==> config.mk <==
export PLATFORM = sky130hd
export DESIGN_NAME = fwrm_ctrl
export DESIGN_NICKNAME = d
export VERILOG_FILES = /design/src/sv/fwrm_pkg.sv /design/src/sv/fwrm_ctrl.sv
export SDC_FILE = /design/constraint.sdc
export NUM_CORES = 1
export LEC_CHECK = 0
export BUFFER_PORTS_ARGS = -buffer_cell sky130_fd_sc_hd__buf_2
export CAP_MARGIN = 0
export CORE_AREA = 2 2 39 41
export DETAILED_ROUTE_END_ITERATION = 12
export DIE_AREA = 0 0 41 43
export PLACE_DENSITY = 0.7
export RECOVER_POWER = 25
export SLEW_MARGIN = 20
export SYNTH_ARGS = -nofsm -noshare
export SYNTH_HDL_FRONTEND = slang
export SYNTH_SLANG_ARGS = --single-unit
==> constraint.sdc <==
create_clock -name clk -period 1.54 [get_ports clk]
set_input_delay 0.231 -clock clk [delete_from_list [all_inputs] [get_ports clk]]
set_output_delay 0.231 -clock clk [all_outputs]
set_load 0.01 [all_outputs]
==> src/sv/fwrm_pkg.sv <==
`timescale 1ns / 1ps
// ----------------------------------------------------------------------------
// fwrm_pkg
// Shared sizes, codes and controller/datapath interface types for the
// FIFO with running maximum.
// ----------------------------------------------------------------------------
package fwrm_pkg;

    localparam int DEPTH  = 256;
    localparam int DATA_W = 32;
    localparam int ADDR_W = (DEPTH > 1) ? $clog2(DEPTH) : 1;
    localparam int CNT_W  = $clog2(DEPTH + 1);

    typedef enum logic [1:0] {
        MODE_PUSH  = 2'd0,
        MODE_POP   = 2'd1,
        MODE_CLEAR = 2'd2,
        MODE_QUERY = 2'd3
    } mode_t;

    typedef enum logic [1:0] {
        STAT_OK    = 2'd0,
        STAT_EMPTY = 2'd1,
        STAT_FULL  = 2'd2
    } status_t;

    // out stack entry: element and running max of it and all below
    typedef struct packed {
        logic signed [DATA_W-1:0] val;
        logic signed [DATA_W-1:0] rmax;
    } ent_t;

    typedef struct packed {
        logic latch;
        logic exec;
        logic move_rd;
        logic move_wr;
        logic pop;
        logic refresh;
        logic result_ld;
    } cmd_t;

    typedef struct packed {
        mode_t mode;
        logic  empty;
        logic  in_empty;
        logic  out_empty;
        logic  out_many;
        logic  out_free;
    } stat_t;

    function automatic logic signed [DATA_W-1:0] smax(
        input logic signed [DATA_W-1:0] a,
        input logic signed [DATA_W-1:0] b
    );
        return (a > b) ? a : b;
    endfunction

endpackage

==> src/sv/fwrm_ctrl.sv <==
`timescale 1ns / 1ps
// ----------------------------------------------------------------------------
// fwrm_ctrl
// Sequencer: decodes each word, runs the stack transfer and pop refresh,
// and hands the result to the output register.
// ----------------------------------------------------------------------------
module fwrm_ctrl (
    input  logic             clk,
    input  logic             rst_n,
    input  logic             in_valid,
    output logic             in_ready,
    input  fwrm_pkg::stat_t  stat,
    output fwrm_pkg::cmd_t   cmd
);

    typedef enum logic [6:0] {
        S_IDLE    = 7'b0000001,
        S_DECODE  = 7'b0000010,
        S_MOVE_RD = 7'b0000100,
        S_MOVE_WR = 7'b0001000,
        S_POP     = 7'b0010000,
        S_REFRESH = 7'b0100000,
        S_RESULT  = 7'b1000000
    } state_t;

    state_t state_reg;
    state_t state_next;

    always_ff @(posedge clk or negedge rst_n)
    begin
        if (!rst_n)
        begin
            state_reg <= S_IDLE;
        end
        else
        begin
            state_reg <= state_next;
        end
    end

    assign in_ready = (state_reg == S_IDLE);

    always_comb
    begin
        state_next = state_reg;
        cmd        = '0;
        unique case (state_reg)
            S_IDLE:
            begin
                if (in_valid)
                begin
                    cmd.latch  = 1'b1;
                    state_next = S_DECODE;
                end
            end
            S_DECODE:
            begin
                cmd.exec = 1'b1;
                if (stat.mode == fwrm_pkg::MODE_POP && !stat.empty)
                begin
                    state_next = stat.out_empty ? S_MOVE_RD : S_POP;
                end
                else
                begin
                    state_next = S_RESULT;
                end
            end
            S_MOVE_RD:
            begin
                cmd.move_rd = 1'b1;
                state_next  = S_MOVE_WR;
            end
            S_MOVE_WR:
            begin
                // in count was already decremented by the read step
                cmd.move_wr = 1'b1;
                state_next  = stat.in_empty ? S_POP : S_MOVE_RD;
            end
            S_POP:
            begin
                cmd.pop    = 1'b1;
                state_next = stat.out_many ? S_REFRESH : S_RESULT;
            end
            S_REFRESH:
            begin
                cmd.refresh = 1'b1;
                state_next  = S_RESULT;
            end
            S_RESULT:
            begin
                if (stat.out_free)
                begin
                    cmd.result_ld = 1'b1;
                    state_next    = S_IDLE;
                end
            end
            default:
            begin
                state_next = S_IDLE;
            end
        endcase
    end

endmodule

## Word level (Yosys, flattened, before mapping)

Cells that the tools add are included.

| operators by class | value |
|---|---|
| mux-type cells | 16 |
| reductions and logical operators | 3 |
| equality and inequality tests | 10 |

Operators by type and width:

| operator | number |
|---|---|
| $pmux W7 S7 | 1 |
| $mux W7 | 4 |
| $mux W5 | 2 |
| $mux W1 | 9 |
| $eq A7 B1 Y1 const B | 1 |
| $eq A7 B2 Y1 const B | 1 |
| $eq A7 B3 Y1 const B | 1 |
| $eq A7 B4 Y1 const B | 1 |
| $eq A7 B5 Y1 const B | 1 |
| $eq A7 B6 Y1 const B | 1 |
| $eq A7 B7 Y1 const B | 1 |
| $ne A2 B2 Y1 const B | 2 |
| $eq A2 B1 Y1 const B | 1 |
| $reduce_and A2 Y1 | 1 |
| $logic_and A1 B1 Y1 | 1 |
| $logic_not A1 Y1 | 1 |

| storage, ports and cells | value |
|---|---|
| word-level logic and storage cells | 30 |
| bits of input ports | 10 |
| bits in registers | 7 |

## Longest topological paths before layout

| logic depth | value |
|---|---|
| depth in word-level cells | 4 |
| mapped depth | 5 |
| depth with buffers taken out | 4 |

## Least setup slack after synthesis

OpenSTA, ideal clock, no wires.

| timing path | value |
|---|---|
| path kind | flip-flop to output port |
| start point | register state_reg[5] |
| end point | output port cmd[4] (netlist bit) |
| cell stages (with the launch flop) | 3 |
| arrival time | 1.474 ns |
| setup slack | -0.165 ns |
| path buffers | 0 |
| cells stage by stage | dfrtp_1 > or4_4 > nor4b_1 |

RTL lines:

| what | RTL line | source |
|---|---|---|
| from (decl) | fwrm_ctrl.sv:26 | `state_t state_reg;` |
| from (signal assigned) | fwrm_ctrl.sv:37 | `state_reg <= state_next;` |
| to (decl) | fwrm_ctrl.sv:13 | `output fwrm_pkg::cmd_t cmd` |

==> impl_metrics.toml <==
[cells_and_area]
layout_commonest_cell = "buf_2"
area_growth_pct = 75.5
nNetsFinal = 95
final_cell_mix = "buf_2, buf_4, dfrtp_1"
largest_register_ffs = 7
regArea_sq_um = 176
drive_gt1_share_pct = 58.3
antenna_cells = 0
multiInputGateArea_sq_um = 330
fillers = 131

[clocking]
cts_tree = "done"
cts.sinks = 7
clkLatencyLatePin_ns = 0.25
numCtsBuffers = 3
clock_path_buffers = 2
cts.htree.levels = 1
cts_root_buf = "clkbuf_4"
clkSlewWorstSetupHoldPaths_ns = 0.06

[global_route]
grt_usage_pct = 16.0
grt_max_degree = 8
antenna_found_initial = 0
grt_pass1_wl_um = 1840
first_global_vias = 478
overflow = 0

[detailed_routing]
vias = 497
dr.pass1.iters = 4
final_antenna_net_count = 0
drc = 0
via_per_inst = 4.97
drtIter0Drc = 6
totalWireLength_um = 1150
routedWlPerCell_um = 11.5

[critical_path]
crit_fanout = 4
crit_arrival_ns = 1.66
r2r-end = "state_reg[4]$_DFFE_PN0P_"
crit_path_start = "state_reg[0]$_DFFE_PN1P_"
crit_path_end_kind = "output pin"
r2r_start = "state_reg[0]$_DFFE_PN1P_"
reg2reg_depth = 5
cp-endpoint = "cmd[3]"
cp-start-kind = "flop"
r2r_setup_slack_ns = -0.15
critical_path_class = "flop to output pin"
cp.required_ns = 1.31

[place]
post-dp-hpwl_um = 833
numPortBuffers = 17
place_congestion = 0.740

[timing]
worst_slack_ns = -0.348
tns_ns = -1.77
grt_setup_unrepaired = "yes"
drv_slew = 0
hold_viol = 0
tightestPinTransition_ns = 0.581
period_needed_ns = 1.89
finalSetupViolations = 10
fin_crit_sh_pct = 123
fmax_ghz = 0.530
slew_headroom_pct = 61.2
finClkSkew_ns = 0.00409

[power_and_ir_drop]
vdd_drop_max_mv = 0.809
power_uw = 1010
leakagePower_uw = 0.000396
power_density_nw_per_um2 = 1270

[floorplan]
fp.coreArea_sq_um = 1380
die_height_um = 43
dieArea_sq_um = 1760
die_x_um = 41
rows = 14
initial_utilization_pct = 32.8
ios = 18

[synthesis]
synth_cells = 49
synth_cell_types = 24
synth_area_leaders = "dfrtp_1, dfstp_2, nor4b_4, nor2_1, nor3b_1"
ys_ff_latch = 7
synth.avg_cell_area_sq_um = 9.27
syn_nets = 59
synth_top_cell_area_share_pct = 33.1
seq_area_frac_synth_pct = 38.8
yosysWarningCount = 0
yosysTopAreaCell = "dfrtp_1"
syn-cell-area_sq_um = 454

[job]
maxCapViolations = 0

[outcome]
outcome = "finished with violations"
violations = "setup timing"

[hold_path]
min_path_type = "input port to flop"
==> routing by layer <==
| metal | global-route usage (%) | share of wire [%] | wire length, um | vias up |
|---|---|---|---|---|
| met5 | 0 | 0 | 0 | - |
| met4 | 8.00 | 1.4 | 16 | 0 |
| met3 | 4.71 | 4.2 | 49 | 2 |
| met2 | 26.6 | 57 | 656 | 14 |
| met1 | 17.2 | 38 | 433 | 233 |
| li1 | - | - | - | 248 |
==> Yosys cell counts <==
library cell / n
xor2_1: 2
o21ai_0: 2
nor4b_1: 2
and2_1: 3
dfstp_2: 1
o211ai_1: 2
nor4b_2: 1
a22oi_1: 1
nor4b_4: 1
nor3b_1: 3
nand2_1: 2
and3_1: 1
nand4_1: 1
a2111o_1: 1
o21ai_1: 2
nor2_1: 6
clkbuf_1: 2
dfrtp_1: 6
nand3_1: 1
inv_1: 4
and2b_1: 1
nor4_1: 2
nand3b_1: 1
or4_4: 1
==> per-stage QoR <==
| stage | hold WS (ns) | worst slack, ns | std cells | utilization [%] | instance area (sq um) |
|---|---|---|---|---|---|
| 2_1_floorplan | -0.0646 | -0.0897 | 49 | - | 469 |
| 3_3_place_gp | 0.0729 | -0.0940 | 88 | 45.3 | 627 |
| 3_5_place_dp | 0.0745 | -0.125 | 88 | 45.3 | 627 |
| 4_1_cts | 0.160 | -0.358 | 100 | 54.8 | 758 |
| 5_1_grt | 0.167 | -0.413 | 100 | 57.6 | 797 |
| 6_report | 0.161 | -0.348 | 100 | 57.6 | 797 |
==> power by group <==
group	switching, uW	internal (uW)
clock	72.0	95.0
combinational	251	339
sequential	26.5	226
==> cell families (layout without fill, tap and decap cells) <==
kind of cell           Yosys count  after routing  share of synthesized area [%]
AO/OA/AOI/OAI                    8              8                           11.8
XOR/XNOR                         2              2                           3.86
flip-flops                       7              7                           38.8
buffers and inverters            6             41                           4.96
AND/OR/NAND/NOR                 26             26                           40.5
==> layout make-up <==
class	count	share of cell area, %
clock inverters	1	0.628
well taps	16	2.51
flip-flops and latches	7	22.1
inverters	4	1.88
multi-input cells	36	41.4
clock buffers	3	2.83
repair buffers	33	28.6
==> worst max-delay path, stage by stage (launching register included) <==
cell and delay (ns):
dfstp_2 0.37, or4_4 0.58, nor4b_4 0.27, buf_2 0.18
==> how the worst min path moves through the flow <==
stage / start / end / slack [ns] / depth (start not counted)
floorplan: rst_n / state_reg[1]$_DFFE_PN0P_ / -0.06 / 0
global placement: rst_n / state_reg[6]$_DFFE_PN0P_ / 0.07 / 1
detailed placement: rst_n / state_reg[6]$_DFFE_PN0P_ / 0.07 / 1
CTS: stat[3] / state_reg[2]$_DFFE_PN0P_ / 0.16 / 2
global route: stat[3] / state_reg[2]$_DFFE_PN0P_ / 0.17 / 2
finish: stat[3] / state_reg[2]$_DFFE_PN0P_ / 0.16 / 2
==> what timing repair did <==
item                                   CTS  global route
endpoints found under the hold margin    6             0
gates resized for setup                  8            10
setup endpoints to repair               10            11
pin swaps                                5             5
hold buffers                             1             0
buffers inserted                         7             1
No activity file was read; power rests on OpenSTA's default activity.
